**src/hw/rtl/pidsd_pkg.sv**
```systemverilog
package pidsd_pkg;

    // configuration register indexes
    localparam logic [1:0] CFG_TARGET = 2'd0;
    localparam logic [1:0] CFG_GAIN_P = 2'd1;
    localparam logic [1:0] CFG_GAIN_I = 2'd2;
    localparam logic [1:0] CFG_GAIN_D = 2'd3;

    localparam logic signed [15:0] TARGET_RESET = 16'sd768;
    localparam logic [23:0]        GAIN_P_RESET = 24'd102400;
    localparam logic [23:0]        GAIN_I_RESET = 24'd0;
    localparam logic [23:0]        GAIN_D_RESET = 24'd0;

    localparam logic signed [31:0] INT32_MAX = 32'sh7FFF_FFFF;
    localparam logic signed [31:0] INT32_MIN = 32'sh8000_0000;

    // drive limit and truncation toward zero
    localparam logic signed [43:0] DRIVE_LIMIT_WIDE = 44'sd2147483647;
    localparam logic signed [31:0] DRIVE_LIMIT      = 32'sd2147483647;
    localparam logic signed [58:0] TRUNC_BIAS       = 59'sd32767;

    // half-period mapping
    localparam logic [30:0] MAG_LOW    = 31'd150;
    localparam logic [30:0] MAG_HIGH   = 31'd10000;
    localparam logic [12:0] PERIOD_MIN = 13'd1400;
    localparam logic [12:0] PERIOD_MAX = 13'd5700;
    // 4300/9850 reduces to 86/197; ceil folded in as +196 before the floor divide
    localparam logic [19:0] STEP_NUM   = 20'd86;
    localparam logic [19:0] CEIL_BIAS  = 20'd196;
    // floor(n/197) = (n * ceil(2^28/197)) >> 28, exact for n < 2^20
    localparam logic [20:0] RECIP      = 21'd1362617;

    typedef struct packed {
        logic signed [16:0] err;
        logic signed [31:0] sum;
        logic signed [17:0] der;
    } t_err;

    typedef struct packed {
        logic signed [41:0] p;
        logic signed [56:0] i;
        logic signed [42:0] d;
    } t_prod;

    typedef struct packed {
        logic signed [31:0] drive;
        logic               direction;
        logic               stepping;
        logic [12:0]        half_period_us;
    } t_res;

endpackage

```
**src/hw/rtl/pidsd_law.sv**
```systemverilog
module pidsd_law import pidsd_pkg::*; (
    input  logic               i_clk,
    input  logic               i_rst_n,
    input  logic               i_valid,
    output logic               o_ready,
    input  t_prod              i_prod,
    output logic               o_valid,
    input  logic               i_ready,
    output logic signed [31:0] o_drive
);

    logic               r_vc;
    logic               r_vd;
    logic signed [58:0] r_raw;
    logic signed [31:0] r_drive;

    logic               w_adv_c;
    logic               w_adv_d;
    logic signed [58:0] w_raw;
    logic signed [58:0] w_bias;
    logic signed [43:0] w_q;
    logic signed [31:0] n_drive;

    assign w_adv_d = !r_vd || i_ready;
    assign w_adv_c = !r_vc || w_adv_d;
    assign o_ready = w_adv_c;

    assign w_raw = $signed({{17{i_prod.p[41]}}, i_prod.p})
                 + $signed({{2{i_prod.i[56]}}, i_prod.i})
                 + $signed({{16{i_prod.d[42]}}, i_prod.d});

    // bias negatives so the arithmetic shift truncates toward zero
    assign w_bias = r_raw + (r_raw[58] ? TRUNC_BIAS : 59'sd0);
    assign w_q    = w_bias[58:15];

    always_comb begin
        if (w_q > DRIVE_LIMIT_WIDE) begin
            n_drive = DRIVE_LIMIT;
        end else if (w_q < -DRIVE_LIMIT_WIDE) begin
            n_drive = -DRIVE_LIMIT;
        end else begin
            n_drive = w_q[31:0];
        end
    end

    always_ff @(posedge i_clk) begin
        if (!i_rst_n) begin
            r_vc <= 1'b0;
            r_vd <= 1'b0;
        end else begin
            if (w_adv_c) begin
                r_vc <= i_valid;
            end
            if (w_adv_d) begin
                r_vd <= r_vc;
            end
        end
    end

    always_ff @(posedge i_clk) begin
        if (w_adv_c && i_valid) begin
            r_raw <= w_raw;
        end
        if (w_adv_d && r_vc) begin
            r_drive <= n_drive;
        end
    end

    assign o_valid = r_vd;
    assign o_drive = r_drive;

endmodule

```
**config.mk**
```make
export PLATFORM = sky130hd
export DESIGN_NAME = pidsd_law
export DESIGN_NICKNAME = d
export VERILOG_FILES = /design/src/hw/rtl/pidsd_pkg.sv /design/src/hw/rtl/pidsd_law.sv
export SDC_FILE = /design/constraint.sdc
export NUM_CORES = 1
export LEC_CHECK = 0
export ABC_CLOCK_PERIOD_IN_PS = 6600
export BUFFER_PORTS_ARGS = -buffer_cell sky130_fd_sc_hd__buf_2
export CORE_MARGIN = 2
export CORE_UTILIZATION = 62
export CTS_CLUSTER_SIZE = 8
export DETAILED_ROUTE_END_ITERATION = 6
export GPL_ROUTABILITY_DRIVEN = 0
export PLACE_DENSITY = 0.88
export SKIP_LAST_GASP = 1
export SLEW_MARGIN = 20
export SYNTH_ARGS = -nofsm -noshare
export SYNTH_HDL_FRONTEND = slang
export SYNTH_SLANG_ARGS = --single-unit
```
**constraint.sdc**
```tcl
create_clock -name i_clk -period 6.6 [get_ports i_clk]
set_input_delay 0.99 -clock i_clk [delete_from_list [all_inputs] [get_ports i_clk]]
set_output_delay 0.99 -clock i_clk [all_outputs]
set_load 0.01 [all_outputs]
```
==> metrics.md, run 1 <==
| Metric | Value |
|---|---|
| Vias/cell | `6.07` |
| Clock skew | `0.00839 ns` |
| Initial antenna violation count | `0` |
| CTS Buf Count | `9` |
| Hold slack | `0.524 ns` |
| Unrepaired setup endpoints after global routing | `no` |
| WP data required | `6.67 ns` |
| Sequential cell area | `2770 µm²` |
| # IOs | `180` |
| Synthesized area | `9210 µm²` |
| Fmax | `202 MHz` |
| Most used DFF post-synth | `edfxtp_1` |
| Hold depth | `1` |
| Worst Setup SP | `i_prod[1]` |
| Clock latency on the worst-skew pair | `0.34 ns` |
| Final setup viols | `0` |
| Async SR Flop Fraction | `0` |
| Die X-Extent | `126 µm` |
| Antenna Cells | `0` |
| Finished Layout Cells | `1,323` |
| Worst setup EP type | `flip-flop` |
| Launching point of the worst reg2reg path | `r_raw[58]` |
| CTS max path bufs | `2` |
| Crit Path Max Fanout | `4` |
| Total die area | `15,800 µm²` |
| Area of the multi-input gates | `6210 µm²` |
| Total Power | `2780 µW` |
| Reg2reg setup slack | `2.16 ns` |
| Worst VDD drop | `0.000127 V` |
| Maximum Capacitance Violations | `0` |
| Iter 0 DRT Violations | `746` |
| Leakage power | `0.00437 µW` |
| Setup_tns | `0 ns` |
| Pwr dens | `264 nW/µm²` |
| GRT met1 Usage | `0.383` |
| Starting density of the core | `0.634` |
| Chip height | `126 µm` |
| RR Endpoint | `o_drive[28]` |
| Root Buffer | `clkbuf_16` |
| First-pass GRT wire length | `35.0 mm` |
| Buffers on Ports | `179` |
| Layout cells sized above 1 | `0.186` |
| Critical path type | `primary input to flip-flop` |
| Reg2reg path depth | `12` |
| CTS tree | `yes` |
| Core area | `14,500 µm²` |
| Top post-synthesis cells by area | `edfxtp_1 30%, fa_1 13%, ha_1 9.6%` |
| Worst-path clk slew | `0.06 ns` |
| Area Overhead vs Synth | `14.1%` |
| Largest net degree at the start of global routing | `60` |
| Hold Vio Cnt, Final | `0` |
| Status | `complete, no violations` |
| Sequential-to-total area share from yosys stat | `0.301` |
| Num rows | `44` |
| Hold buffers post-CTS | `0` |
| Commonest cells post-synth | `108 x nand2_1, 91 x edfxtp_1, 77 x a21oi_1, 71 x ha_1, 70 x nor2_1` |
| Worst min path class | `flip-flop to flip-flop` |
| Leading area contributor after synthesis | `edfxtp_1` |
| Post-synthesis cell type count | `70` |
| Synth Register Bits | `93` |
| Fin crit share | `0.748` |
| M3 GR Usage | `0.0336` |
| Inst Count DP | `1,308` |
| Setup bufs post-CTS | `0` |
| Number of synthesized flops with an enable pin | `91` |
| Cts repair resizes | `0` |
| Number of fill cells | `1,113` |
| CTS sink cnt | `93` |
| Count leader, synth | `nand2_1` |
| Met2 Resource Use GR | `0.426` |
| CP arrival | `5.01 ns` |
| Final core utilization | `0.723` |
| Vias in the first global route | `7,485` |
| Global-route layer with the greatest usage | `met2` |
| Synth Warn # | `0` |
| Detailed-route via count | `8,024` |
| Mapped Cells | `972` |
| H-Tree Depth | `3` |
| Routed WL | `20.8 mm` |
| Final Max Tran Viols | `0` |
| GR Util All Layers | `0.265` |
| Area share of the largest cell type after synthesis | `0.297` |
| 1st-pass router iterations | `5` |
| Post-detailed-route wirelength per cell | `15.7 µm` |
| DRC | `0` |
| Post-route ant nets | `0` |
| Syn avg cell area | `9.48 µm²` |
| Fin crit period | `4.94 ns` |
| Synthesized Nets | `1,247` |
| Max-slew headroom | `0.415` |
| GR Overflow Total | `0` |
| Worst slew pin tran | `0.875 ns` |
| CP Launch Type | `primary input` |
| Worst Setup EP | `r_raw[57]` |
| Final #Nets | `1,410` |
| Post-detail-place hpwl | `16.8 mm` |
==> worst max-delay path, stage by stage <==
cell       delay [ns]
buf_2            0.11
fa_1             0.54
ha_1             0.20
inv_1            0.06
fa_1             0.40
nor2b_1          0.19
o31a_1           0.21
o311ai_1         0.18
nand2_1          0.22
a41oi_1          0.21
o41ai_1          0.59
a2111oi_1        0.22
o41ai_2          0.52
mux2i_1          0.23
o2111ai_1        0.13
==> power breakdown <==
part	switching [µW]	internal, µW	total, µW
logic	774	546	1320
registers	127	841	968
clock network	202	289	491
total	1100	1680	2780
==> worst min-delay path by stage <==
stage,from,end
after floorplan,r_vc,o_valid
final,r_vc,o_valid
after global placement,r_vc,o_valid
after CTS,r_vc,o_valid
after detailed placement,r_vc,o_valid
after global routing,r_vc,o_valid
==> layout make-up <==
type / instances / area share
inverter: 23 / 0.00821
clock inverter: 5 / 0.00500
clock buffer: 10 / 0.0218
sequential: 93 / 0.264
tap: 184 / 0.0219
timing repair buffer: 184 / 0.0888
multi-input combinational: 824 / 0.590
==> placed cells by master, fill, tap and decap left out, types with 23 or more instances in the layout <==
master and n:
buf_2 179, nand2_1 108, edfxtp_1 91, a21oi_1 77, ha_1 71, nor2_1 70, fa_1 58, nand3_1 47
o21ai_0 43, a21o_1 42, xnor2_1 41, xor2_1 35, nand4_1 27, inv_1 23
==> cells by family after synthesis <==
family / share of synthesized area
AOI/OAI and AO/OA: 0.194
xor gates and xnor gates: 0.0723
adders and majority gates: 0.223
buffers and inverters: 0.0255
DFF: 0.301
muxes: 0.00543
and+or+nand+nor: 0.179
==> sequential cells by signal (all words and copies together) (netlist names) <==
register	count
o_drive	32
r_raw	59
r_vc	1
o_valid	1
==> through the flow <==
| step | area, µm² | worst slack [ns] |
|---|---|---|
| 6_report | 10500 | 1.66 |
| 5_1_grt | 10500 | 1.37 |
| 4_1_cts | 10500 | 1.66 |
| 3_5_place_dp | 10200 | 1.34 |
| 3_3_place_gp | 10200 | 1.54 |
| 2_1_floorplan | 9210 | 2.18 |
==> layer usage <==
layer | up-vias | wire length [µm]
met3 | 31 | 1280
met1 | 3749 | 9420
li1 | 3927 | -
met4 | 0 | 372
met2 | 317 | 9680
met5 | - | 0
No activity file was read; power rests on OpenSTA's default activity.
==> inputs of run 2 (changes only) <==
--- a/config.mk
+++ b/config.mk
@@ -5,14 +5,15 @@
 export SDC_FILE = /design/constraint.sdc
 export NUM_CORES = 1
 export LEC_CHECK = 0
-export ABC_CLOCK_PERIOD_IN_PS = 6600
+export ABC_AREA = 1
+export ABC_CLOCK_PERIOD_IN_PS = 4100
 export BUFFER_PORTS_ARGS = -buffer_cell sky130_fd_sc_hd__buf_2
 export CORE_MARGIN = 2
-export CORE_UTILIZATION = 62
+export CORE_UTILIZATION = 53
 export CTS_CLUSTER_SIZE = 8
 export DETAILED_ROUTE_END_ITERATION = 6
 export GPL_ROUTABILITY_DRIVEN = 0
-export PLACE_DENSITY = 0.88
+export PLACE_DENSITY = 0.79
 export SKIP_LAST_GASP = 1
 export SLEW_MARGIN = 20
 export SYNTH_ARGS = -nofsm -noshare
==> constraint.sdc (replaced) <==
create_clock -name i_clk -period 4.1 [get_ports i_clk]
set_input_delay 0.615 -clock i_clk [delete_from_list [all_inputs] [get_ports i_clk]]
set_output_delay 0.615 -clock i_clk [all_outputs]
set_load 0.01 [all_outputs]
==> metrics.md, run 2 <==
| Metric | Value |
|---|---|
| Status | `complete, no violations` |
| CTS Buf Count | `9` |
| Synthesized area | `10,700 µm²` |
| Count leader, synth | `nand2_1` |
| GR Overflow Total | `0` |
| Root Buffer | `clkbuf_16` |
| Top reg by flops | `r_raw` |
| Commonest cells post-synth | `486 x nand2_1, 221 x inv_1, 190 x nor2_1, 91 x edfxtp_1, 82 x a21oi_1` |
| Launching point of the worst reg2reg path | `r_raw[58]` |
| DRC | `0` |
| Core area | `19,600 µm²` |
| Cts repair resizes | `0` |
| Worst setup EP type | `flip-flop` |
| Post-Place Setup Slack | `0.289 ns` |
| WP data required | `4.17 ns` |
| Hold_sp | `i_rst_n` |
| Die X-Extent | `146 µm` |
| Vias in the first global route | `9,986` |
| Mapped Cells | `1,520` |
| First-pass GRT wire length | `46.0 mm` |
| Routed WL | `28.0 mm` |
| Final setup viols | `0` |
| Final Max Tran Viols | `0` |
| Post-synthesis cell type count | `36` |
| Setup_tns | `0 ns` |
| CTS sink cnt | `93` |
| Fin crit share | `0.883` |
| Buffers on Ports | `179` |
| Starting density of the core | `0.545` |
| CP arrival | `3.69 ns` |
| Clock skew | `0.0118 ns` |
| Post-detailed-route wirelength per cell | `14.1 µm` |
| Worst VDD drop | `0.000228 V` |
| Synth Register Bits | `93` |
| Vias/cell | `5.37` |
| CTS tree | `yes` |
| Worst-path clk slew | `0.07 ns` |
| GR Util All Layers | `0.263` |
| Synth Warn # | `0` |
| Initial antenna violation count | `0` |
| Async SR Flop Fraction | `0` |
| Most used DFF post-synth | `edfxtp_1` |
| Final #Nets | `1,982` |
| Number of synthesized flops with an enable pin | `91` |
| Iter 0 DRT Violations | `858` |
| Worst min path class | `primary input to flip-flop` |
| Most common cell after layout, fill and taps aside | `nand2_1` |
| Critical path type | `flip-flop to flip-flop` |
| Detailed-route via count | `10.6k` |
| Post-detail-place hpwl | `24.2 mm` |
| Max-slew headroom | `0.425` |
| Number of fill cells | `1,798` |
| # IOs | `180` |
| Placed Area | `11,900 µm²` |
| Top post-synthesis cells by area | `edfxtp_1 26%, nand2_1 17%, fa_1 11%` |
| Post-route ant nets | `0` |
| 1st-pass router iterations | `5` |
| Area share of the largest cell type after synthesis | `0.256` |
| Total Power | `5160 µW` |
| Design Area, Final | `12,200 µm²` |
| Total die area | `21,300 µm²` |
| Max reg flops | `59` |
| Commonest non-fill, non-tap cells in the layout | `486 x nand2_1, 220 x inv_1, 190 x nor2_1` |
| CP Launch Type | `flip-flop` |
| Hold Vio Cnt, Final | `0` |
| Worst Setup SP | `r_raw[58]` |
| Maximum Capacitance Violations | `0` |
| Sequential-to-total area share from yosys stat | `0.260` |
| Pwr dens | `422 nW/µm²` |
| Fmax | `276 MHz` |
| Layout cells sized above 1 | `0.127` |
| Setup bufs post-CTS | `0` |
| Unrepaired setup endpoints after global routing | `no` |
| Syn avg cell area | `7.02 µm²` |
| Hold buffers post-CTS | `0` |
| Num rows | `51` |
| CTS max path bufs | `2` |
| H-Tree Depth | `3` |
| Setup slack after layout | `0.481 ns` |
| Antenna Cells | `0` |
| Area Overhead vs Synth | `14.4%` |
| Leakage power | `0.00588 µW` |
| Chip height | `146 µm` |
| Clock latency on the worst-skew pair | `0.35 ns` |
| Largest net degree at the start of global routing | `45` |
| Fin crit period | `3.62 ns` |
| Leading area contributor after synthesis | `edfxtp_1` |
| Crit Path Max Fanout | `31` |
| Worst slew pin tran | `0.861 ns` |
| Synthesized Nets | `1,795` |
## run 2: changes by cell type after synthesis, sizes merged, moves of 9 or more
cell    change
nand3      +27
and3       -11
nor3        -9
nor2b      -15
o21a       -10
nand2b     -10
clkbuf     -23
nand3b     +17
nor2      +126
a21o       -33
inv       +200
nand2     +381
xnor2      -12
## run 2: power by group
| part | internal (µW) | switching, µW | total [µW] |
|---|---|---|---|
| logic | 937 | 1740 | 2680 |
| registers | 1370 | 210 | 1580 |
| clock network | 536 | 365 | 901 |
| total | 2840 | 2320 | 5160 |
## run 2: cell type report
class	instances	area (µm²)	area share
Multi-Input combinational cell	1197	7020	0.575
Clock buffer	9	225	0.0184
Timing Repair Buffer	182	918	0.0752
Inverter	224	841	0.0689
Clock inverter	7	97.6	0.00799
Sequential cell	93	2770	0.227
Tap cell	265	332	0.0272
## run 2: kinds of logic (layout without fill, tap and decap cells)
kind of cell / count (synthesis) / after routing / synth area share
compound gates: 187 / 187 / 0.0979
xor+xnor: 58 / 58 / 0.0476
fa+ha+maj: 129 / 129 / 0.192
buf+inv: 230 / 422 / 0.0833
flops: 93 / 93 / 0.260
simple gates: 823 / 823 / 0.319
## run 2: worst paths after layout
kind | to | slack [ns] | depth (start not counted)
setup / recovery | o_drive[0] | 0.48 | 19
hold / removal | r_vc | 0.51 | 3
setup reg to reg | o_drive[0] | 0.48 | 19
hold reg to reg | o_valid | 0.52 | 2
## run 2: per-layer routing
| metal | up-vias | wire length, µm | part of all wire | GRT usage |
|---|---|---|---|---|
| met2 | 484 | 13100 | 0.47 | 0.447 |
| met4 | 0 | 962 | 0.034 | 0.109 |
| met1 | 4739 | 12000 | 0.43 | 0.343 |
| met3 | 77 | 1930 | 0.069 | 0.0292 |
| met5 | - | 0 | 0 | 0 |
| li1 | 5307 | - | - | - |
## run 2: critical path, cell delays in order, from the launching register on
cell and delay [ns]:
edfxtp_1 0.81, ha_1 0.39, nand2_1 0.14, inv_1 0.08, nand2_1 0.08, nand2_1 0.09, inv_1 0.07, nand3_1 0.18
nand2_1 0.18, nand2_1 0.09, nand2_1 0.07, nand2_1 0.06, nand2_2 0.14, nand2_1 0.06, nor2_1 0.10, nand3_1 0.07
nor2_1 0.12, nand2_1 0.08, nand2_2 0.35, nand3_1 0.15
## run 2: per-stage QoR
stage	std cells	hold WS, ns	util
final	1977	0.513	0.623
after global routing	1977	0.531	0.623
after CTS	1977	0.513	0.623
after detailed placement	1961	0.519	0.607
after global placement	1961	0.508	0.607
after floorplan	1520	0.447	-
