### src/hw/rtl/pidsd_pkg.sv
package pidsd_pkg;

    // configuration register indexes
    localparam logic [1:0] CFG_TARGET = 2'd0;
    localparam logic [1:0] CFG_GAIN_P = 2'd1;
    localparam logic [1:0] CFG_GAIN_I = 2'd2;
    localparam logic [1:0] CFG_GAIN_D = 2'd3;

    localparam logic signed [15:0] TARGET_RESET = 16'sd768;
    localparam logic [23:0]        GAIN_P_RESET = 24'd102400;
    localparam logic [23:0]        GAIN_I_RESET = 24'd0;
    localparam logic [23:0]        GAIN_D_RESET = 24'd0;

    localparam logic signed [31:0] INT32_MAX = 32'sh7FFF_FFFF;
    localparam logic signed [31:0] INT32_MIN = 32'sh8000_0000;

    // drive limit and truncation toward zero
    localparam logic signed [43:0] DRIVE_LIMIT_WIDE = 44'sd2147483647;
    localparam logic signed [31:0] DRIVE_LIMIT      = 32'sd2147483647;
    localparam logic signed [58:0] TRUNC_BIAS       = 59'sd32767;

    // half-period mapping
    localparam logic [30:0] MAG_LOW    = 31'd150;
    localparam logic [30:0] MAG_HIGH   = 31'd10000;
    localparam logic [12:0] PERIOD_MIN = 13'd1400;
    localparam logic [12:0] PERIOD_MAX = 13'd5700;
    // 4300/9850 reduces to 86/197; ceil folded in as +196 before the floor divide
    localparam logic [19:0] STEP_NUM   = 20'd86;
    localparam logic [19:0] CEIL_BIAS  = 20'd196;
    // floor(n/197) = (n * ceil(2^28/197)) >> 28, exact for n < 2^20
    localparam logic [20:0] RECIP      = 21'd1362617;

    typedef struct packed {
        logic signed [16:0] err;
        logic signed [31:0] sum;
        logic signed [17:0] der;
    } t_err;

    typedef struct packed {
        logic signed [41:0] p;
        logic signed [56:0] i;
        logic signed [42:0] d;
    } t_prod;

    typedef struct packed {
        logic signed [31:0] drive;
        logic               direction;
        logic               stepping;
        logic [12:0]        half_period_us;
    } t_res;

endpackage

### src/hw/rtl/pidsd_period.sv
module pidsd_period import pidsd_pkg::*; (
    input  logic               i_clk,
    input  logic               i_rst_n,
    input  logic               i_valid,
    output logic               o_ready,
    input  logic signed [31:0] i_drive,
    output logic               o_valid,
    input  logic               i_ready,
    output t_res               o_res
);

    logic               r_ve;
    logic               r_vf;
    logic signed [31:0] r_drive;
    logic               r_low;
    logic               r_high;
    logic [19:0]        r_n2;
    t_res               r_res;

    logic               w_adv_e;
    logic               w_adv_f;
    logic [31:0]        w_neg;
    logic [30:0]        w_mag;
    logic [30:0]        w_diff;
    logic [19:0]        w_n2;
    logic [40:0]        w_scaled;
    logic [12:0]        w_dec;
    t_res               n_res;

    assign w_adv_f = !r_vf || i_ready;
    assign w_adv_e = !r_ve || w_adv_f;
    assign o_ready = w_adv_e;

    // |drive| never exceeds 2^31-1 since the drive is clamped symmetrically
    assign w_neg  = -i_drive;
    assign w_mag  = i_drive[31] ? w_neg[30:0] : i_drive[30:0];
    assign w_diff = w_mag - MAG_LOW;
    assign w_n2   = {6'd0, w_diff[13:0]} * STEP_NUM + CEIL_BIAS;

    assign w_scaled = {21'd0, r_n2} * {20'd0, RECIP};
    assign w_dec    = w_scaled[40:28];

    always_comb begin
        n_res.drive     = r_drive;
        n_res.direction = !r_drive[31] && (r_drive != 32'sd0);
        n_res.stepping  = (r_drive != 32'sd0);
        priority if (r_low) begin
            n_res.half_period_us = PERIOD_MAX;
        end else if (r_high) begin
            n_res.half_period_us = PERIOD_MIN;
        end else begin
            n_res.half_period_us = PERIOD_MAX - w_dec;
        end
    end

    always_ff @(posedge i_clk) begin
        if (!i_rst_n) begin
            r_ve <= 1'b0;
            r_vf <= 1'b0;
        end else begin
            if (w_adv_e) begin
                r_ve <= i_valid;
            end
            if (w_adv_f) begin
                r_vf <= r_ve;
            end
        end
    end

    always_ff @(posedge i_clk) begin
        if (w_adv_e && i_valid) begin
            r_drive <= i_drive;
            r_low   <= (w_mag < MAG_LOW);
            r_high  <= (w_mag > MAG_HIGH);
            r_n2    <= w_n2;
        end
        if (w_adv_f && r_ve) begin
            r_res <= n_res;
        end
    end

    assign o_valid = r_vf;
    assign o_res   = r_res;

endmodule
### config.mk
export PLATFORM = sky130hd
export DESIGN_NAME = pidsd_period
export DESIGN_NICKNAME = d
export VERILOG_FILES = /design/src/hw/rtl/pidsd_pkg.sv /design/src/hw/rtl/pidsd_period.sv
export SDC_FILE = /design/constraint.sdc
export NUM_CORES = 1
export LEC_CHECK = 0
export ABC_AREA = 1
export BUFFER_PORTS_ARGS = -buffer_cell sky130_fd_sc_hd__buf_2
export CORE_ASPECT_RATIO = 1.1
export CORE_MARGIN = 2
export CORE_UTILIZATION = 40
export CTS_CLUSTER_DIAMETER = 60
export CTS_CLUSTER_SIZE = 40
export DETAILED_ROUTE_END_ITERATION = 16
export GPL_ROUTABILITY_DRIVEN = 0
export PLACE_DENSITY = 0.64
export SYNTH_ARGS = -nofsm -noshare
export SYNTH_HDL_FRONTEND = slang
export SYNTH_SLANG_ARGS = --single-unit
### constraint.sdc
create_clock -name i_clk -period 13.8 [get_ports i_clk]
set_input_delay 0.69 -clock i_clk [delete_from_list [all_inputs] [get_ports i_clk]]
set_output_delay 0.69 -clock i_clk [all_outputs]
set_load 0.03 [all_outputs]
==> results of run 1 <==
-- worst register-to-register path, delay by kind of cell, from the launching register on --
| family | cells | cell delay, ps |
|---|---|---|
| AOI/OAI and AO/OA | 2 | 300 |
| adders and majority gates | 9 | 4000 |
| buffers and inverters | 8 | 520 |
| DFF | 1 | 580 |
| and+or+nand+nor | 9 | 970 |
-- flip-flops by register name, summed over array words and instances, names as in the netlist --
register / cells
r_ve: 1
r_drive: 32
o_res: 47
r_low: 1
r_n2: 18
r_high: 1
o_valid: 1
-- final timing paths --
kind,slack [ps],to,from,cells after the start
max,7190,o_res[12]$_SDFFCE_PP1P_,r_n2[18]$_DFFE_PP_,28
min,440,o_res[20]$_DFFE_PP_,r_drive[5]$_DFFE_PP_,0
max reg2reg,7190,o_res[12]$_SDFFCE_PP1P_,r_n2[18]$_DFFE_PP_,28
min reg2reg,440,o_res[20]$_DFFE_PP_,r_drive[5]$_DFFE_PP_,0
-- layer usage --
metal	routed length [µm]	track usage (%)
met5	0	0
met3	1280	3.09
met2	17200	32.9
met4	1320	7.51
met1	14600	21.2
-- synthesized netlist by cell type (all sizes together) --
library cell,number,area [µm²]
nand2,384,1530
xor2,38,355
a21oi,43,219
nor2,131,613
or4,4,30.0
ha,264,3300
nand4,15,109
nand3b,11,86.3
nor3,4,25.0
o211ai,1,7.51
a21boi,3,22.5
nor3b,1,7.51
fa,156,3120
dfxtp,2,40.0
buf,4,27.5
nand3,95,521
a21o,5,37.5
a31oi,2,18.8
inv,445,1670
clkinv,1,3.75
o31ai,2,15.0
edfxtp,99,2970
xnor2,16,140
or2,10,62.6
o21bai,6,45.0
and3,2,12.5
and2,4,25.0
o21ai,29,171
nor4,8,62.6
-- stage by stage --
step                      hold WS [ps]  instances
final                              442       2382
after global routing               456       2382
after floorplan                    417       1785
after global placement             425       2366
after detailed placement           430       2366
after CTS                          442       2382
-- area by class of cell --
type | count | area share [%]
clock buffers | 9 | 1.36
clock inverters | 7 | 0.520
inverters | 446 | 10.1
multi-input cells | 1234 | 63.5
flip-flops and latches | 101 | 18.1
well taps | 500 | 3.77
repair buffers | 85 | 2.58
-- cell families (layout without fill, tap and decap cells) --
group                    count (synthesis)  count (layout)  synth area share [%]
AND/OR/NAND/NOR                        669             669                  20.2
XOR/XNOR                                54              54                  3.25
flip-flops                             101             101                  19.7
AO/OA/AOI/OAI                           91              91                  3.52
buffers and inverters                  450             547                  11.2
adder cells (fa/ha/maj)                420             420                  42.1
==> impl_metrics.py, run 1 <==
metrics = {
    "status": {
        "outcome": "complete, no violations",
    },
    "logic_synthesis": {
        "synth.net_count": 2241,
        "synth_seq_cells": 101,
        "yosysSeqAreaShare_pct": 19.7,
        "netlist_area_um2": 15300,
        "syn_inst": 1785,
        "syn_avg_cell_area_um2": 8.55,
        "synth.distinct_cells": 51,
        "ys_warn_count": 0,
    },
    "setup_path": {
        "critPathCaptureType": "register",
        "critPathArrivalTime_ps": 6730,
        "cp_top_family": "adder cells",
        "path_buf_inv": 8,
        "cp.required_ps": 13920,
        "cpMaxStageDelayCell": "edfxtp_1",
        "critPathKind": "register to register",
        "cp_max_fo": 9,
        "timing.critical_path.mode_cell": "inv_1",
        "cpPeakStageDelay_ps": 580,
        "startpoint_type": "register",
    },
    "placement": {
        "dpl.hpwl_um": 30000,
        "dpl_cell_area_um2": 16300,
        "portBuffers": 84,
        "post-place-ws_ps": 7260,
    },
    "layout": {
        "nets": 2333,
        "n_antenna_cell": 0,
        "finish.utilization_pct": 43.8,
        "area_growth_pct": 8.84,
        "regArea_um2": 3010,
        "layout_commonest_cell": "inv_1",
        "post-route-cell-area_um2": 16600,
        "layout_common_cells": "inv_1 (432), nand2_1 (360), ha_1 (264)",
        "drive_above_1_share_pct": 10.0,
        "multi_input_area_um2": 10600,
        "nFillCells": 3752,
    },
    "route": {
        "wirelength_um": 34400,
        "vias": 11356,
        "drcViolationCount": 0,
        "viasPerCell": 4.77,
        "detail-route-antenna-nets": 0,
        "drt_iter0_drc": 388,
        "routedWlPerCell_um": 14.4,
        "first_pass_iters": 5,
    },
    "die": {
        "core_area_um2": 37900,
        "die_w_um": 190,
        "fp-row-count": 75,
        "pin_count": 85,
        "initial_core_util_pct": 40.2,
        "die_area_um2": 39700,
        "die_h_um": 209,
    },
    "clocking": {
        "post_cts.repair.setup_buffers": 0,
        "h-tree-depth": 3,
        "root_buffer": "clkbuf_16",
        "clk_latency_ps": 380,
        "cts_inserted_buffers": 9,
        "cts.repair.resized": 0,
        "cts_sinks": 101,
        "ctsHoldBuffers": 0,
        "tritoncts": "done",
        "clk_pin_slew_ps": 90,
        "cts.path.max_buffers": 2,
    },
    "sta": {
        "drv_slew": 0,
        "setup_ws_ps": 7190,
        "hold_viol": 0,
        "timing.max_slew.rel_slack_pct": 27.3,
        "worstMarginPinSlew_ps": 1090,
        "fmax_ghz": 0.151,
        "setup_tns_ps": 0,
        "setup_viol": 0,
        "finClkSkew_ps": 20.3,
        "min_period_ps": 6610,
        "rsz0062_at_grt": "false",
        "fin_crit_sh_pct": 47.9,
    },
    "job": {
        "drv_cap": 0,
    },
    "min_path": {
        "hp-class": "register to register",
    },
    "global_routing": {
        "grt_pass1_vias": 12097,
        "grt_usage_pct": 18.2,
        "grt_pass1_wl_um": 57400,
        "overflow": 0,
        "antenna_found_initial": 0,
        "grt_max_degree": 53,
    },
}
Power of run 1 is left out: the tool's default activity adds up to more than one toggle a clock period on the data nets, which glitch-free logic cannot reach.
==> run 2: changes to the inputs <==
PLACE_DENSITY = 0.66   (was 0.64)
clock period = 5.73 ns   (was 13.8 ns; I/O delays follow)
==> impl_metrics.py, run 2 (synthesis results as in run 1) <==
metrics = {
    "status": {
        "outcome": "complete, but fails checks",
        "violations": "setup timing",
    },
    "clocking": {
        "root_buffer": "clkbuf_16",
        "cts_sinks": 101,
        "clk_latency_ps": 370,
        "clk_pin_slew_ps": 80,
        "cts_inserted_buffers": 9,
        "cts.path.max_buffers": 2,
        "h-tree-depth": 3,
        "tritoncts": "done",
    },
    "setup_path": {
        "cp.required_ps": 5830,
        "critPathKind": "register to register",
        "cp_max_fo": 3,
        "reg2reg_from": "r_n2[10]$_DFFE_PP_",
        "startpoint_type": "register",
        "reg2reg_to": "o_res[10]$_SDFFCE_PP1P_",
        "ff2ff_setup_slack_ps": -190,
        "critPathCaptureType": "register",
        "cpMaxStageDelayCell": "fa_1",
        "timing.critical_path.mode_cell": "nand2_1",
        "critPathArrivalTime_ps": 6030,
        "cpPeakStageDelay_ps": 550,
        "rr_worst_depth": 31,
    },
    "sta": {
        "hold_viol": 0,
        "whs_ps": 113,
        "drv_slew": 0,
        "fin_crit_sh_pct": 103,
        "worstMarginPinSlew_ps": 1100,
        "timing.max_slew.rel_slack_pct": 26.9,
        "setup_viol": 10,
        "fmax_ghz": 0.169,
        "setup_ws_ps": -195,
        "rsz0062_at_grt": "true",
        "min_period_ps": 5920,
        "finClkSkew_ps": 9.90,
    },
    "min_path": {
        "holdPathEnd": "r_drive[29]$_DFFE_PP_",
        "worstHoldStart": "i_drive[29]",
        "hold-path-cell-count": 1,
        "hp-class": "input pin to register",
    },
    "placement": {
        "dpl.hpwl_um": 31400,
        "post-place-ws_ps": -366,
        "portBuffers": 84,
    },
    "layout": {
        "layout_common_cells": "inv_1 (418), nand2_1 (318), ha_1 (227)",
        "drive_above_1_share_pct": 25.5,
        "nets": 2519,
        "n_antenna_cell": 0,
        "multi_input_area_um2": 11500,
        "regArea_um2": 3010,
        "layout_commonest_cell": "inv_1",
        "nFillCells": 3498,
        "largest_reg_flops": 47,
        "area_growth_pct": 24.0,
    },
    "job": {
        "drv_cap": 0,
    },
    "die": {
        "die_w_um": 190,
        "core_area_um2": 37900,
        "die_area_um2": 39700,
        "die_h_um": 209,
        "pin_count": 85,
        "initial_core_util_pct": 40.2,
        "fp-row-count": 75,
    },
    "global_routing": {
        "grt_pass1_vias": 13042,
        "grt_usage_pct": 19.4,
        "overflow": 0,
        "antenna_found_initial": 0,
        "grt_pass1_wl_um": 61600,
        "grt_max_degree": 53,
    },
    "route": {
        "viasPerCell": 4.77,
        "drt_iter0_drc": 518,
        "vias": 12261,
        "wirelength_um": 37200,
        "first_pass_iters": 5,
        "drcViolationCount": 0,
        "routedWlPerCell_um": 14.5,
        "detail-route-antenna-nets": 0,
    },
}
==> run 2: cell types whose count changed in the layout (fill, tap and decap cells not counted), sizes merged <==
cell,before,now
buf,85,271
==> run 2: final cells by class <==
cell class / count / share of cell area [%]
clock inverter: 7 / 0.364
multi-input combinational: 1234 / 60.5
tap: 500 / 3.31
timing repair buffer: 271 / 9.80
sequential: 101 / 15.9
clock buffer: 9 / 1.19
inverter: 446 / 8.89
==> run 2: metrics by stage <==
step | std cells | utilization [%] | instance area, µm² | setup TNS [ps]
floorplan | 1785 | - | 15500 | 0
global placement | 2518 | 46.5 | 17600 | -2260
detailed placement | 2518 | 46.5 | 17600 | -2970
CTS | 2556 | 48.5 | 18400 | -1280
global route | 2568 | 49.9 | 18900 | -4150
finish | 2568 | 49.9 | 18900 | -1400
==> run 2: repair_timing <==
action	in CTS	in global routing
setup buffers	22	12
endpoints found under the setup margin	11	14
pin swaps	42	47
resized for setup	68	88
hold buffers	0	0
cloned	0	0
==> run 2: routing by layer <==
layer / share of wire (%) / vias to the layer above / routed length (µm) / track usage (%)
li1: - / 6115 / - / -
met1: 42 / 5807 / 15500 / 23.3
met2: 51 / 269 / 19100 / 35.9
met3: 4.4 / 70 / 1630 / 2.52
met4: 2.7 / 0 / 1000 / 5.45
met5: 0 / - / 0 / 0
==> run 2: critical path, delay by kind of cell (launching register included) <==
family / cells / cell delay, ps
fa+ha+maj: 9 / 3200
buf+inv: 8 / 700
flops: 1 / 480
compound gates: 1 / 210
simple gates: 13 / 1080
==> run 2: worst max path at each step <==
stage | start | endpoint | slack (ps) | cells past startpoint
after detailed placement | r_n2[19]$_DFFE_PP_ | o_res[12]$_SDFFCE_PP1P_ | -370 | 27
after global placement | r_n2[19]$_DFFE_PP_ | o_res[11]$_SDFFCE_PP0P_ | -270 | 26
after floorplan | r_n2[16]$_DFFE_PP_ | o_res[12]$_SDFFCE_PP1P_ | 6 | 28
final | r_n2[10]$_DFFE_PP_ | o_res[10]$_SDFFCE_PP1P_ | -190 | 31
after CTS | r_n2[16]$_DFFE_PP_ | o_res[12]$_SDFFCE_PP1P_ | -190 | 27
after global routing | r_n2[8]$_DFFE_PP_ | o_res[12]$_SDFFCE_PP1P_ | -450 | 33
Power of run 2 is left out for the same reason.
==> run 3: changes to the inputs <==
ABC_AREA = default   (was 1)
==> impl_metrics.py, run 3 <==
metrics = {
    "route": {
        "detail-route-antenna-nets": 0,
        "vias": 10405,
        "wirelength_um": 31900,
        "drt_iter0_drc": 355,
        "routedWlPerCell_um": 15.2,
        "first_pass_iters": 6,
        "drcViolationCount": 0,
        "viasPerCell": 4.94,
    },
    "min_path": {
        "hold-path-cell-count": 1,
        "holdPathEnd": "r_drive[30]$_DFFE_PP_",
        "worstHoldStart": "i_drive[30]",
        "hp-class": "input pin to register",
    },
    "clocking": {
        "root_buffer": "clkbuf_16",
        "cts_inserted_buffers": 9,
        "clk_pin_slew_ps": 80,
        "cts.path.max_buffers": 2,
        "ctsHoldBuffers": 0,
        "h-tree-depth": 3,
        "cts_sinks": 101,
        "tritoncts": "done",
        "clk_latency_ps": 360,
    },
    "logic_synthesis": {
        "synthArstFlopShare_pct": 0,
        "yosysSeqAreaShare_pct": 21.8,
        "syn_avg_cell_area_um2": 10.4,
        "yosysTopAreaCell": "ha_1",
        "yosys-top-cells-count": "inv_1 (296), ha_1 (264), fa_1 (156)",
        "ys_warn_count": 0,
        "synth_seq_cells": 101,
        "ys_top_cells_by_area": "ha_1 (24%), fa_1 (23%), edfxtp_1 (21%)",
        "syn_inst": 1328,
        "synth.most_common_cell": "inv_1",
        "synth_edf_count": 99,
        "synth.distinct_cells": 73,
        "yosys.area.top_type_share_pct": 23.9,
        "synth_flop_cell": "edfxtp_1",
        "netlist_area_um2": 13800,
        "synth.net_count": 1784,
    },
    "sta": {
        "setup_ws_ps": -1050,
        "fmax_ghz": 0.147,
        "rsz0062_at_grt": "true",
        "timing.max_slew.rel_slack_pct": 54.8,
        "setup_viol": 12,
        "finClkSkew_ps": 16.6,
        "fin_crit_sh_pct": 118,
        "hold_viol": 0,
        "worstMarginPinSlew_ps": 678,
        "drv_slew": 0,
        "min_period_ps": 6780,
    },
    "layout": {
        "drive_above_1_share_pct": 32.7,
        "area_growth_pct": 30.8,
        "layout_common_cells": "inv_1 (277), buf_4 (241), ha_1 (224)",
        "layout_commonest_cell": "inv_1",
        "largest_reg_flops": 47,
        "n_antenna_cell": 0,
        "nets": 2119,
    },
    "die": {
        "fp-row-count": 71,
        "initial_core_util_pct": 40.5,
        "die_h_um": 199,
        "core_area_um2": 34200,
        "pin_count": 85,
        "die_area_um2": 36100,
        "die_w_um": 181,
    },
    "global_routing": {
        "grt_pass1_vias": 11153,
        "grt_pass1_wl_um": 52000,
        "antenna_found_initial": 0,
        "grt_max_degree": 53,
        "grt_usage_pct": 17.8,
        "overflow": 0,
    },
    "setup_path": {
        "cpPeakStageDelay_ps": 570,
        "cp.required_ps": 5950,
        "critPathCaptureType": "register",
        "ff2ff_setup_slack_ps": -1050,
        "cpMaxStageDelayCell": "fa_2",
        "path_buf_inv": 5,
        "critPathKind": "register to register",
        "rr_worst_depth": 25,
        "critPathArrivalTime_ps": 7010,
        "reg2reg_from": "r_n2[17]$_DFFE_PP_",
        "cp_max_fo": 4,
        "cp_top_family": "adder cells",
        "startpoint_type": "register",
        "reg2reg_to": "o_res[12]$_SDFFCE_PP1P_",
        "timing.critical_path.mode_cell": "inv_2",
    },
    "placement": {
        "post-place-ws_ps": -1280,
        "portBuffers": 84,
        "dpl.hpwl_um": 26600,
    },
    "status": {
        "violations": "setup timing",
        "outcome": "complete, but fails checks",
    },
    "job": {
        "drv_cap": 0,
    },
}
## run 3: changes by cell type in the layout (fill, tap and decap cells not counted), sizes merged, moves of 8 or more
cell,previous run,this run
nand2,384,50
inv,448,301
nor2,131,44
nand3,95,19
buf,271,338
xnor2,16,43
nor3,4,27
or3,0,11
nor2b,0,10
o21a,0,10
xor2,38,29
a21o,5,13
o21ai,29,37
## run 3: layout make-up
class                      count  area, µm²
clock buffer                   9        225
clock inverter                 7       81.3
fill                        2870      16100
inverter                     296       1110
multi-input combinational    917      10700
sequential                   101       3010
tap                          438        548
timing repair buffer         338       2390
## run 3: repair_timing
item,4_1_cts,5_1_grt
setup endpoints to repair,16,19
gates cloned,0,0
buffers inserted,25,16
pin swaps,38,70
gates resized for setup,57,117
## run 3: cells by family after synthesis
kind of cell / Yosys count / synth area share, %
muxes: 6 / 0.443
xor gates and xnor gates: 72 / 4.55
adders and majority gates: 420 / 46.4
DFF: 101 / 21.8
and+or+nand+nor: 247 / 9.98
buffers and inverters: 310 / 8.52
AOI/OAI and AO/OA: 172 / 8.35
## run 3: worst max path at each step
stage	start	end	slack [ps]	cells past startpoint
finish	r_n2[17]$_DFFE_PP_	o_res[12]$_SDFFCE_PP1P_	-1050	25
global route	r_n2[18]$_DFFE_PP_	o_res[10]$_SDFFCE_PP1P_	-1260	25
CTS	r_n2[17]$_DFFE_PP_	o_res[10]$_SDFFCE_PP1P_	-970	25
detailed placement	r_n2[2]$_DFFE_PP_	o_res[10]$_SDFFCE_PP1P_	-1280	26
global placement	r_n2[2]$_DFFE_PP_	o_res[10]$_SDFFCE_PP1P_	-1090	26
floorplan	r_n2[18]$_DFFE_PP_	o_res[10]$_SDFFCE_PP1P_	-770	26
## run 3: metal layers
layer / wire [µm] / up-vias / global-route usage [%]
met3: 905 / 48 / 2.11
met5: 0 / - / 0
met1: 13700 / 5043 / 21.0
li1: - / 5153 / -
met4: 833 / 0 / 6.38
met2: 16500 / 161 / 33.5
## run 3: through the flow
step	area, µm²	hold slack, ps	TNS, ps	utilization (%)	instances
global route	18100	137	-12040	53.0	2106
finish	18100	147	-9280	53.0	2106
detailed placement	16600	434	-13010	48.7	2052
CTS	17400	130	-8650	51.0	2092
global placement	16600	433	-11040	48.7	2052
floorplan	14100	385	-4990	-	1328
Power of run 3 is left out for the same reason.
